<file path="src/rtl/core/sh24_pkg.sv">
// Package for the SipHash-2-4 keyed hash block: lane, queue entry and status
// types, the SipHash constants, the round function and the CSR address map.
// No dependencies.
package sh24_pkg;

   localparam logic [63:0] SIP_C0 = 64'h736f6d6570736575;
   localparam logic [63:0] SIP_C1 = 64'h646f72616e646f6d;
   localparam logic [63:0] SIP_C2 = 64'h6c7967656e657261;
   localparam logic [63:0] SIP_C3 = 64'h7465646279746573;
   localparam logic [63:0] FIN_XOR = 64'h00000000000000ff;

   localparam int unsigned CSR_ADDR_W = 4;
   localparam logic CSR_IDX_KEY_LOW = 1'b0;
   localparam logic CSR_IDX_KEY_HIGH = 1'b1;

   localparam logic [3:0] MAX_BYTES = 4'd8;
   localparam logic [7:0] WORD_BYTES = 8'd8;

   typedef struct packed {
      logic [63:0] v0;
      logic [63:0] v1;
      logic [63:0] v2;
      logic [63:0] v3;
   } sh24_lanes_type;

   typedef struct packed {
      logic        start;
      logic        full;
      logic        last;
      logic [63:0] data;
      logic [63:0] tail;
   } sh24_entry_type;

   typedef struct packed {
      logic full;
      logic empty;
   } sh24_queue_status_type;

   typedef struct packed {
      logic in_message;
      logic push;
   } sh24_front_status_type;

   typedef struct packed {
      logic hash_load;
      logic pop;
   } sh24_back_status_type;

   typedef enum logic [1:0] {
      PH_ENTRY,
      PH_TAIL,
      PH_FIN1,
      PH_FIN2
   } sh24_phase_type;

   typedef enum logic {
      OP_COMP,
      OP_FIN
   } sh24_op_type;

   function automatic logic [63:0] rotl64(input logic [63:0] x, input int unsigned s);
      rotl64 = (x << s) | (x >> (64 - s));
   endfunction

   function automatic sh24_lanes_type sip_round(input sh24_lanes_type a);
      sh24_lanes_type r;
      r = a;
      r.v0 = r.v0 + r.v1;
      r.v1 = rotl64(r.v1, 13);
      r.v1 = r.v1 ^ r.v0;
      r.v0 = rotl64(r.v0, 32);
      r.v2 = r.v2 + r.v3;
      r.v3 = rotl64(r.v3, 16);
      r.v3 = r.v3 ^ r.v2;
      r.v0 = r.v0 + r.v3;
      r.v3 = rotl64(r.v3, 21);
      r.v3 = r.v3 ^ r.v0;
      r.v2 = r.v2 + r.v1;
      r.v1 = rotl64(r.v1, 17);
      r.v1 = r.v1 ^ r.v2;
      r.v2 = rotl64(r.v2, 32);
      return r;
   endfunction

   function automatic sh24_lanes_type init_lanes(input logic [63:0] k0,
                                                 input logic [63:0] k1);
      sh24_lanes_type r;
      r.v0 = SIP_C0 ^ k0;
      r.v1 = SIP_C1 ^ k1;
      r.v2 = SIP_C2 ^ k0;
      r.v3 = SIP_C3 ^ k1;
      return r;
   endfunction

endpackage

</file>
<file path="src/rtl/core/sh24_if.sv">
// Handshake channel interfaces for the SipHash-2-4 block: message word
// requests and hash responses. No dependencies.
interface sh24_req_if;
   logic        valid;
   logic        ready;
   logic [63:0] data;
   logic [3:0]  valid_bytes;
   logic        last;

   modport source (output valid, output data, output valid_bytes, output last,
                   input ready);
   modport sink (input valid, input data, input valid_bytes, input last,
                 output ready);
endinterface

interface sh24_rsp_if;
   logic        valid;
   logic        ready;
   logic [63:0] hash;

   modport source (output valid, output hash, input ready);
   modport sink (input valid, input hash, output ready);
endinterface

</file>
<file path="src/rtl/core/sh24_front.sv">
// Front end of the SipHash-2-4 block: accepts message words, tracks the
// message byte count and builds the tail block. Depends on sh24_pkg, sh24_if.
module sh24_front (
   input  logic                          clock,
   input  logic                          reset,
   sh24_req_if.sink                      req_ch,
   input  sh24_pkg::sh24_queue_status_type q_stat,
   output logic                          push_valid,
   output sh24_pkg::sh24_entry_type      push_entry,
   output sh24_pkg::sh24_front_status_type f_stat
);

   logic       in_message_ff, in_message_in;
   logic [7:0] byte_count_ff, byte_count_in;
   logic [3:0] nvalid;
   logic       full;
   logic       start;
   logic [7:0] base;
   logic [7:0] add;
   logic [7:0] len;
   logic [63:0] mask;
   logic       accept;

   assign req_ch.ready = !q_stat.full;
   assign accept = req_ch.valid && !q_stat.full;

   always_comb begin
      nvalid = (req_ch.valid_bytes > sh24_pkg::MAX_BYTES) ? sh24_pkg::MAX_BYTES
                                                          : req_ch.valid_bytes;
      full = !req_ch.last || (nvalid == sh24_pkg::MAX_BYTES);
      start = !in_message_ff;
      base = start ? 8'd0 : byte_count_ff;
      add = full ? sh24_pkg::WORD_BYTES : {4'd0, nvalid};
      len = base + add;
      for (int i = 0; i < 8; i++) begin
         mask[8*i +: 8] = (4'(i) < nvalid) ? 8'hff : 8'h00;
      end
   end

   always_comb begin
      push_entry.start = start;
      push_entry.full = full;
      push_entry.last = req_ch.last;
      push_entry.data = req_ch.data;
      push_entry.tail = (full ? 64'd0 : (req_ch.data & mask)) | {len, 56'd0};
   end

   assign push_valid = accept;

   always_comb begin
      in_message_in = in_message_ff;
      byte_count_in = byte_count_ff;
      if (accept) begin
         in_message_in = !req_ch.last;
         byte_count_in = req_ch.last ? 8'd0 : len;
      end
   end

   always_ff @(posedge clock) begin
      if (reset) begin
         in_message_ff <= 1'b0;
         byte_count_ff <= 8'd0;
      end else begin
         in_message_ff <= in_message_in;
         byte_count_ff <= byte_count_in;
      end
   end

   assign f_stat.in_message = in_message_ff;
   assign f_stat.push = accept;

endmodule

</file>
<file path="src/rtl/core/sh24_queue.sv">
// Short queue between the front end and the hash engine of the SipHash-2-4
// block. Depends on sh24_pkg.
module sh24_queue #(
   parameter int unsigned DEPTH = 2
) (
   input  logic                           clock,
   input  logic                           reset,
   input  logic                           push_valid,
   input  sh24_pkg::sh24_entry_type       push_entry,
   input  logic                           pop,
   output sh24_pkg::sh24_entry_type       head,
   output sh24_pkg::sh24_queue_status_type q_stat
);

   localparam int unsigned PW = (DEPTH > 1) ? $clog2(DEPTH) : 1;
   localparam int unsigned CW = $clog2(DEPTH + 1);

   sh24_pkg::sh24_entry_type mem [DEPTH];
   logic [PW-1:0] wr_ptr_ff, wr_ptr_in;
   logic [PW-1:0] rd_ptr_ff, rd_ptr_in;
   logic [CW-1:0] count_ff, count_in;
   logic          do_push;
   logic          do_pop;

   assign q_stat.full = (count_ff == CW'(DEPTH));
   assign q_stat.empty = (count_ff == '0);
   assign do_push = push_valid && !q_stat.full;
   assign do_pop = pop && !q_stat.empty;
   assign head = mem[rd_ptr_ff];

   always_comb begin
      wr_ptr_in = wr_ptr_ff;
      rd_ptr_in = rd_ptr_ff;
      count_in = count_ff;
      if (do_push) begin
         wr_ptr_in = (wr_ptr_ff == PW'(DEPTH - 1)) ? '0 : wr_ptr_ff + 1'b1;
      end
      if (do_pop) begin
         rd_ptr_in = (rd_ptr_ff == PW'(DEPTH - 1)) ? '0 : rd_ptr_ff + 1'b1;
      end
      if (do_push && !do_pop) begin
         count_in = count_ff + 1'b1;
      end else if (do_pop && !do_push) begin
         count_in = count_ff - 1'b1;
      end
   end

   always_ff @(posedge clock) begin
      if (do_push) begin
         mem[wr_ptr_ff] <= push_entry;
      end
   end

   always_ff @(posedge clock) begin
      if (reset) begin
         wr_ptr_ff <= '0;
         rd_ptr_ff <= '0;
         count_ff <= '0;
      end else begin
         wr_ptr_ff <= wr_ptr_in;
         rd_ptr_ff <= rd_ptr_in;
         count_ff <= count_in;
      end
   end

endmodule

</file>
<file path="src/rtl/core/sh24_back.sv">
// Hash engine of the SipHash-2-4 block: two SipRounds a cycle over the lanes,
// tail and finalization sequencing, and the hash output register.
// Depends on sh24_pkg, sh24_if.
module sh24_back (
   input  logic                           clock,
   input  logic                           reset,
   input  logic [63:0]                    key_low,
   input  logic [63:0]                    key_high,
   input  sh24_pkg::sh24_entry_type       head,
   input  sh24_pkg::sh24_queue_status_type q_stat,
   output sh24_pkg::sh24_back_status_type b_stat,
   sh24_rsp_if.source                     rsp_ch
);

   sh24_pkg::sh24_phase_type phase_ff, phase_in;
   sh24_pkg::sh24_lanes_type lanes_ff, lanes_in;
   sh24_pkg::sh24_lanes_type src;
   sh24_pkg::sh24_lanes_type pre;
   sh24_pkg::sh24_lanes_type mid;
   sh24_pkg::sh24_lanes_type post;
   sh24_pkg::sh24_op_type    op;
   logic [63:0] msg;
   logic [63:0] hash_ff, hash_in;
   logic        rsp_valid_ff, rsp_valid_in;
   logic        head_valid;
   logic        rsp_free;
   logic        go;
   logic        load_init;
   logic        fin_xor;
   logic        pop;
   logic        hash_load;

   assign head_valid = !q_stat.empty;
   assign rsp_free = !rsp_valid_ff || rsp_ch.ready;

   always_comb begin
      phase_in = phase_ff;
      unique case (phase_ff)
         sh24_pkg::PH_ENTRY: begin
            if (head_valid && head.last) begin
               phase_in = head.full ? sh24_pkg::PH_TAIL : sh24_pkg::PH_FIN1;
            end
         end
         sh24_pkg::PH_TAIL: begin
            phase_in = sh24_pkg::PH_FIN1;
         end
         sh24_pkg::PH_FIN1: begin
            phase_in = sh24_pkg::PH_FIN2;
         end
         sh24_pkg::PH_FIN2: begin
            if (rsp_free) begin
               phase_in = sh24_pkg::PH_ENTRY;
            end
         end
      endcase
   end

   always_comb begin
      go = 1'b0;
      load_init = 1'b0;
      fin_xor = 1'b0;
      pop = 1'b0;
      hash_load = 1'b0;
      op = sh24_pkg::OP_COMP;
      msg = head.tail;
      unique case (phase_ff)
         sh24_pkg::PH_ENTRY: begin
            go = head_valid;
            load_init = head.start;
            msg = head.full ? head.data : head.tail;
            pop = head_valid && !head.last;
         end
         sh24_pkg::PH_TAIL: begin
            go = 1'b1;
         end
         sh24_pkg::PH_FIN1: begin
            go = 1'b1;
            op = sh24_pkg::OP_FIN;
            fin_xor = 1'b1;
         end
         sh24_pkg::PH_FIN2: begin
            go = rsp_free;
            op = sh24_pkg::OP_FIN;
            pop = rsp_free;
            hash_load = rsp_free;
         end
      endcase
   end

   always_comb begin
      src = load_init ? sh24_pkg::init_lanes(key_low, key_high) : lanes_ff;
      pre = src;
      if (op == sh24_pkg::OP_COMP) begin
         pre.v3 = src.v3 ^ msg;
      end else if (fin_xor) begin
         pre.v2 = src.v2 ^ sh24_pkg::FIN_XOR;
      end
      mid = sh24_pkg::sip_round(pre);
      post = sh24_pkg::sip_round(mid);
      if (op == sh24_pkg::OP_COMP) begin
         post.v0 = post.v0 ^ msg;
      end
      lanes_in = go ? post : lanes_ff;
      hash_in = hash_load ? (post.v0 ^ post.v1 ^ post.v2 ^ post.v3) : hash_ff;
      rsp_valid_in = hash_load || (rsp_valid_ff && !rsp_ch.ready);
   end

   always_ff @(posedge clock) begin
      lanes_ff <= lanes_in;
      hash_ff <= hash_in;
   end

   always_ff @(posedge clock) begin
      if (reset) begin
         phase_ff <= sh24_pkg::PH_ENTRY;
         rsp_valid_ff <= 1'b0;
      end else begin
         phase_ff <= phase_in;
         rsp_valid_ff <= rsp_valid_in;
      end
   end

   assign rsp_ch.valid = rsp_valid_ff;
   assign rsp_ch.hash = hash_ff;
   assign b_stat.hash_load = hash_load;
   assign b_stat.pop = pop;

endmodule

</file>
<file path="src/rtl/core/siphash_2_4_keyed_hash.sv">
// SipHash-2-4 keyed hash, top level: key CSRs, front end, queue, hash engine.
// Throughput: one message word per cycle while the engine is not held; a last
// word holds the one two-round lane datapath for PH_ENTRY, PH_TAIL (8 bytes
// only), PH_FIN1 and PH_FIN2. Latency: hash registered at the end of PH_FIN2.
// Reset: synchronous; clears keys, byte count, queue and output valid.
// Depends on sh24_pkg, sh24_if, sh24_front, sh24_queue, sh24_back.
module siphash_2_4_keyed_hash #(
   parameter int unsigned QUEUE_DEPTH = 2
) (
   input  logic                            clock,
   input  logic                            reset,
   sh24_req_if.sink                        req_ch,
   sh24_rsp_if.source                      rsp_ch,
   input  logic                            psel,
   input  logic                            penable,
   input  logic                            pwrite,
   input  logic [sh24_pkg::CSR_ADDR_W-1:0] paddr,
   input  logic [63:0]                     pwdata,
   output logic [63:0]                     prdata,
   output logic                            pready
);

   logic [63:0] key_low_ff, key_low_in;
   logic [63:0] key_high_ff, key_high_in;
   logic        csr_write;
   logic        csr_idx;

   logic                            push_valid;
   sh24_pkg::sh24_entry_type        push_entry;
   sh24_pkg::sh24_entry_type        head;
   sh24_pkg::sh24_queue_status_type q_stat;
   sh24_pkg::sh24_front_status_type f_stat;
   sh24_pkg::sh24_back_status_type  b_stat;

   assign pready = 1'b1;
   assign csr_write = psel && penable && pwrite && pready;
   assign csr_idx = paddr[3];

   always_comb begin
      key_low_in = key_low_ff;
      key_high_in = key_high_ff;
      if (csr_write) begin
         case (csr_idx)
            sh24_pkg::CSR_IDX_KEY_LOW: key_low_in = pwdata;
            sh24_pkg::CSR_IDX_KEY_HIGH: key_high_in = pwdata;
            default: key_low_in = key_low_ff;
         endcase
      end
      prdata = (csr_idx == sh24_pkg::CSR_IDX_KEY_HIGH) ? key_high_ff : key_low_ff;
   end

   always_ff @(posedge clock) begin
      if (reset) begin
         key_low_ff <= 64'd0;
         key_high_ff <= 64'd0;
      end else begin
         key_low_ff <= key_low_in;
         key_high_ff <= key_high_in;
      end
   end

   sh24_front u_front (
      .clock      (clock),
      .reset      (reset),
      .req_ch     (req_ch),
      .q_stat     (q_stat),
      .push_valid (push_valid),
      .push_entry (push_entry),
      .f_stat     (f_stat)
   );

   sh24_queue #(
      .DEPTH (QUEUE_DEPTH)
   ) u_queue (
      .clock      (clock),
      .reset      (reset),
      .push_valid (push_valid),
      .push_entry (push_entry),
      .pop        (b_stat.pop),
      .head       (head),
      .q_stat     (q_stat)
   );

   sh24_back u_back (
      .clock    (clock),
      .reset    (reset),
      .key_low  (key_low_ff),
      .key_high (key_high_ff),
      .head     (head),
      .q_stat   (q_stat),
      .b_stat   (b_stat),
      .rsp_ch   (rsp_ch)
   );

   a_push_not_full: assert property (@(posedge clock) disable iff (reset)
      f_stat.push |-> !q_stat.full)
      else $error("push into full queue");

   a_pop_not_empty: assert property (@(posedge clock) disable iff (reset)
      b_stat.pop |-> !q_stat.empty)
      else $error("pop from empty queue");

   a_last_closes: assert property (@(posedge clock) disable iff (reset)
      (f_stat.push && req_ch.last) |=> !f_stat.in_message)
      else $error("message still open after last word");

   a_hash_slot_free: assert property (@(posedge clock) disable iff (reset)
      b_stat.hash_load |-> (!rsp_ch.valid || rsp_ch.ready))
      else $error("hash written over pending response");

endmodule
</file>
<file path="src/flat_wrapper.sv">
// flat-port wrapper written by rule: the top's interface ports become plain ports
module siphash_2_4_keyed_hash_flat 
#(
   parameter int unsigned QUEUE_DEPTH = 2
)
  (clock, reset, psel, penable, pwrite, paddr, pwdata, prdata, pready, req_ch_valid, req_ch_data, req_ch_valid_bytes, req_ch_last, req_ch_ready, rsp_ch_valid, rsp_ch_hash, rsp_ch_ready);
  sh24_req_if req_ch_i ();
  sh24_rsp_if rsp_ch_i ();
  input  logic clock;
  input  logic reset;
  input  logic psel;
  input  logic penable;
  input  logic pwrite;
  input  logic [sh24_pkg::CSR_ADDR_W-1:0] paddr;
  input  logic [63:0] pwdata;
  output logic [63:0] prdata;
  output logic pready;
  input wire logic [$bits(req_ch_i.valid)-1:0] req_ch_valid;
  input wire logic [$bits(req_ch_i.data)-1:0] req_ch_data;
  input wire logic [$bits(req_ch_i.valid_bytes)-1:0] req_ch_valid_bytes;
  input wire logic [$bits(req_ch_i.last)-1:0] req_ch_last;
  output wire logic [$bits(req_ch_i.ready)-1:0] req_ch_ready;
  output wire logic [$bits(rsp_ch_i.valid)-1:0] rsp_ch_valid;
  output wire logic [$bits(rsp_ch_i.hash)-1:0] rsp_ch_hash;
  input wire logic [$bits(rsp_ch_i.ready)-1:0] rsp_ch_ready;
  assign req_ch_i.valid = req_ch_valid;
  assign req_ch_i.data = req_ch_data;
  assign req_ch_i.valid_bytes = req_ch_valid_bytes;
  assign req_ch_i.last = req_ch_last;
  assign req_ch_ready = req_ch_i.ready;
  assign rsp_ch_valid = rsp_ch_i.valid;
  assign rsp_ch_hash = rsp_ch_i.hash;
  assign rsp_ch_i.ready = rsp_ch_ready;
  siphash_2_4_keyed_hash #(.QUEUE_DEPTH(QUEUE_DEPTH)) u_core (.clock(clock), .reset(reset), .req_ch(req_ch_i), .rsp_ch(rsp_ch_i), .psel(psel), .penable(penable), .pwrite(pwrite), .paddr(paddr), .pwdata(pwdata), .prdata(prdata), .pready(pready));
endmodule
</file>
<file path="config.mk">
export PLATFORM = sky130hd
export DESIGN_NAME = siphash_2_4_keyed_hash_flat
export DESIGN_NICKNAME = d
export VERILOG_FILES = /design/src/rtl/core/sh24_pkg.sv /design/src/rtl/core/sh24_if.sv /design/src/rtl/core/sh24_front.sv /design/src/rtl/core/sh24_queue.sv /design/src/rtl/core/sh24_back.sv /design/src/rtl/core/siphash_2_4_keyed_hash.sv /design/src/flat_wrapper.sv
export SDC_FILE = /design/constraint.sdc
export NUM_CORES = 2
export LEC_CHECK = 0
export BUFFER_PORTS_ARGS = -buffer_cell sky130_fd_sc_hd__buf_2
export CAP_MARGIN = 40
export CORE_UTILIZATION = 54
export CTS_CLUSTER_DIAMETER = 60
export DETAILED_ROUTE_END_ITERATION = 16
export GPL_TIMING_DRIVEN = 0
export PLACE_DENSITY = 0.71
export RECOVER_POWER = 50
export SYNTH_ARGS = -nofsm -noshare
export SYNTH_HDL_FRONTEND = slang
export SYNTH_SLANG_ARGS = --single-unit
</file>
<file path="constraint.sdc">
create_clock -name clock -period 28 [get_ports clock]
set_clock_uncertainty 0.15 [all_clocks]
set_input_delay 5.6 -clock clock [delete_from_list [all_inputs] [get_ports clock]]
set_output_delay 5.6 -clock clock [all_outputs]
set_load 0.01 [all_outputs]
</file>
==> metrics.txt, run 1 <==
PortBufs 269; Ys Warns 0; Initial Util 54.65%; synth unique cells 92; GRT Total Usage 65.47%; largest net degree at the start of global routing 34; post-CTS sizing 0; Final GP Congestion 1.344; total CTS buffers 72; die extent in x 342.9 um; pre-CTS WS 6.548 ns; vias in the first global route 62.50k; post-CTS setup buffer count 0; Error [ERROR GRT-0116] Global routing finished with congestion. Check the congestion regions in the DRC Viewer.; number of synthesized flops with an enable pin 582; Clock Sinks 727; Net Count, Synth 7443; DP HPWL 315.7 mm; Site Rows 124; H-tree depth 3; top_reg_cell synth edfxtp_1; Synth Instances 6778; clock buffer depth 3; Post-Syn Area 62740 um2; syn avg cell area 9.256 um2; Synth top area share 27.86%; run status did not finish; flops & latches, synth 727; Top-Level Pins 275; Failed at global routing; proportion of synthesized flip-flops having asynchronous set or reset 0%; CTS Hold Buffers Added 0; Synth area leaders edfxtp_1 (28%), xnor2_1 (11%), ha_1 (10%); first-pass GRT wire length 521.1 mm; Placed Area 69270 um2; GRT overflow 1; CTS root buf clkbuf_16; sequential share of the synthesized area 32.48%; Die Height 342.9 um; leading area contributor after synthesis edfxtp_1
## metal layers
metal  overflow  GRT usage (%)
met4          1          60.56
met1          0          69.85
met3          0          45.72
met5          0          20.07
met2          0          82.26
## through the flow
| step | setup TNS, ns | instances |
|---|---|---|
| floorplan | 0 | 6778 |
| detailed placement | 0 | 8899 |
| global placement | -461.63 | 8559 |
| CTS | 0 | 9032 |
## synthesized netlist by cell type, drive strengths merged, types with 18 or more instances
| cell | n |
|---|---|
| nand2 | 816 |
| xnor2 | 766 |
| a21oi | 715 |
| edfxtp | 582 |
| xor2 | 560 |
| ha | 512 |
| a21o | 351 |
| o21ai | 321 |
| nor2 | 294 |
| inv | 290 |
| clkbuf | 165 |
| dfxtp | 145 |
| o21bai | 102 |
| and2 | 81 |
| o21a | 81 |
| and3 | 78 |
| nand3 | 77 |
| mux2 | 67 |
| nand4 | 67 |
| mux4 | 64 |
| nor2b | 64 |
| nand2b | 58 |
| nor3 | 49 |
| a211oi | 42 |
| a31oi | 40 |
| o211ai | 36 |
| buf | 24 |
| mux2i | 22 |
| o31ai | 21 |
| a21boi | 18 |
## cell families after synthesis
kind of cell	count (synthesis)	share of synthesized area, %
buf+inv	479	2.876
mux	153	3.857
xor+xnor	1349	19.35
fa+ha+maj	522	10.52
simple gates	1655	11.97
other cells	1	0.005977
compound gates	1892	18.94
flops	727	32.48
==> run 2, diff against run 1 <==
--- a/config.mk
+++ b/config.mk
@@ -7,11 +7,10 @@
 export LEC_CHECK = 0
 export BUFFER_PORTS_ARGS = -buffer_cell sky130_fd_sc_hd__buf_2
 export CAP_MARGIN = 40
-export CORE_UTILIZATION = 54
-export CTS_CLUSTER_DIAMETER = 60
+export CORE_UTILIZATION = 39
 export DETAILED_ROUTE_END_ITERATION = 16
 export GPL_TIMING_DRIVEN = 0
-export PLACE_DENSITY = 0.71
+export PLACE_DENSITY_LB_ADDON = 0.15
 export RECOVER_POWER = 50
 export SYNTH_ARGS = -nofsm -noshare
 export SYNTH_HDL_FRONTEND = slang
==> run 2 against run 1 <==
Compared with the run above:
- the flow now finishes, with violations (max-capacitance violations, max-slew violations)
- synthesized cell count did not move
- area after synthesis is the same
==> metrics.txt, run 2 <==
failing checks max-capacitance violations, max-slew violations; CTS Hold Buffers Added 0; DR WL/cell 42.60 um; number of synthesized flops with an enable pin 582; pre-CTS WS 6.473 ns; Tcrit/Tclk final 82.28%; GRT overflow 0; proportion of synthesized flip-flops having asynchronous set or reset 0%; Synth Instances 6778; post-CTS sizing 0; Vias 63.81k; first drt pass iteration count 9; Worst path slowest cell o41ai_2; flip-flop count of the largest register after layout 262; CP Buf/Inv Count 15; top_reg_cell synth edfxtp_1; largest net degree at the start of global routing 32; GRT Total Usage 50.16%; total CTS buffers 77; DP HPWL 367.6 mm; PortBufs 269; Final #Nets 8279; Die Height 403.1 um; Worst Hold Class flip-flop to flip-flop; Synth top cells by count nand2_1 (815), xnor2_1 (766), a21oi_1 (714); Top-Level Pins 275; run status complete, but fails checks; most frequent cells in the layout nand2_1 (815), xnor2_1 (720), a21oi_1 (713); post-CTS setup buffer count 0; leading area contributor after synthesis edfxtp_1; Clock Sinks 727; Setup CP Type flip-flop to flip-flop; Synth top area share 27.86%; Setup Viol. Count Final 0; synth unique cells 92; Area Overhead vs Synth 18.83%; die extent in x 403.1 um; most common cell after layout, fill and taps aside nand2_1; Post-Syn Area 62740 um2; maximum clock frequency 43.41 MHz; Worst-Margin Slew 2.188 ns; maxcap violations 9; Crit path max-delay family compound AO/OA/AOI/OAI gates; Initial Util 39.43%; H-tree depth 3; vias per inst 6.475; CTS root buf clkbuf_16; largest registers in the final layout u_core.u_queue.mem (262), u_core.u_back.lanes_ff (256); CP max FO 10; CP required 28.32 ns; r2r setup slk 4.96 ns; first-pass GRT wire length 535.2 mm; CP arrival 23.36 ns; Site Rows 146; Final GP Congestion 1.249; Routed WL 419.8 mm; Tmin final 23.04 ns; count of final hold-check violations 0; Top reg by flops u_core.u_queue.mem; syn avg cell area 9.256 um2; Net Count, Synth 7443; clock buffer depth 3; die area 162500 um2; layout cell share with drive strength beyond 1 12.85%; flops & latches, synth 727; Rel. slew slack -46.40%; most frequent CP cell clkbuf_1; Initial DRC Count 10.72k; CTS tree yes; unrepaired setup endpoints after global routing no; sequential share of the synthesized area 32.48%; ANT nets after route 0; Synth area leaders edfxtp_1 (28%), xnor2_1 (11%), ha_1 (10%); clock slew at reported path FFs 0.07 ns; Startpoint Class flip-flop; final worst slack 4.963 ns; placeable core region 159100 um2; DRC violations left 0; Clk Latency, worst-skew pair 0.74 ns; Ys Warns 0; most common cell in the netlist nand2_1; vias in the first global route 57.28k; CP max stage delay 0.91 ns; Max Slew Vio Count 231; Critical Path End Type flip-flop; initial antenna violation count 40
==> run 2: cell counts after synthesis <==
Identical to the previous run, type by type.
==> run 2: cell families (layout without fill, tap and decap cells) <==
kind of cell,Yosys count,in the layout,share of synthesized area [%]
flops,727,727,32.48
other cells,1,32,0.005977
xor+xnor,1349,1349,19.35
fa+ha+maj,522,522,10.52
buf+inv,479,1379,2.876
compound gates,1892,1892,18.94
mux,153,153,3.857
simple gates,1655,1655,11.97
==> run 2: metal layers <==
| layer | vias to the layer above | share of wire (%) | global-route usage [%] |
|---|---|---|---|
| met1 | 31029 | 36 | 59.78 |
| met2 | 5310 | 38 | 67.45 |
| met4 | 22 | 11 | 45.05 |
| li1 | 25997 | - | - |
| met5 | - | 0.077 | 0.8921 |
| met3 | 1451 | 14 | 21.95 |
==> run 2: cell type report <==
cell class	instances	area (um2)
Timing Repair Buffer	757	5708
Buffer	189	715.7
Antenna cell	31	77.57
Fill cell	15633	84550
Tap cell	2146	2685
Inverter	290	1089
Sequential cell	727	20380
Clock buffer	106	2186
Multi-Input combinational cell	5572	41180
Clock inverter	37	540.5
==> run 2: metrics by stage <==
step / util, % / hold slack (ns) / std cells / TNS (ns) / instance area, um2
finish: 46.86 / 0.3225 / 9855 / 0 / 74560
global route: 46.81 / 0.3408 / 9826 / 0 / 74480
CTS: 46.80 / 0.3170 / 9777 / 0 / 74460
detailed placement: 45.09 / 0.3099 / 9634 / 0 / 71740
global placement: 41.97 / 0.3050 / 9193 / -781.64 / 66770
floorplan: - / 0.2914 / 6778 / 0 / 62740
==> run 2: path summary, 6_finish.rpt <==
kind                                                start                       endpoint  depth (start not counted)
worst max register to register  u_core.u_back.phase_ff[0]  u_core.u_back.rsp_ch.hash[63]                         64
worst min-delay path                u_core.key_high_ff[7]          u_core.key_high_ff[7]                          2
worst max-delay path            u_core.u_back.phase_ff[0]  u_core.u_back.rsp_ch.hash[63]                         64
worst min register to register      u_core.key_high_ff[7]          u_core.key_high_ff[7]                          2
==> run 2: worst register-to-register path, delay by kind of cell, from the launching register on <==
kind	cells	cell delay, ns
fa+ha+maj	6	1.89
buf+inv	15	5.30
xor+xnor	6	2.41
compound gates	26	9.45
flops	1	0.37
simple gates	11	3.20
Power of run 2 is not shown: default switching activity piles up to over one toggle a cycle in this logic, so the estimate is an artifact.
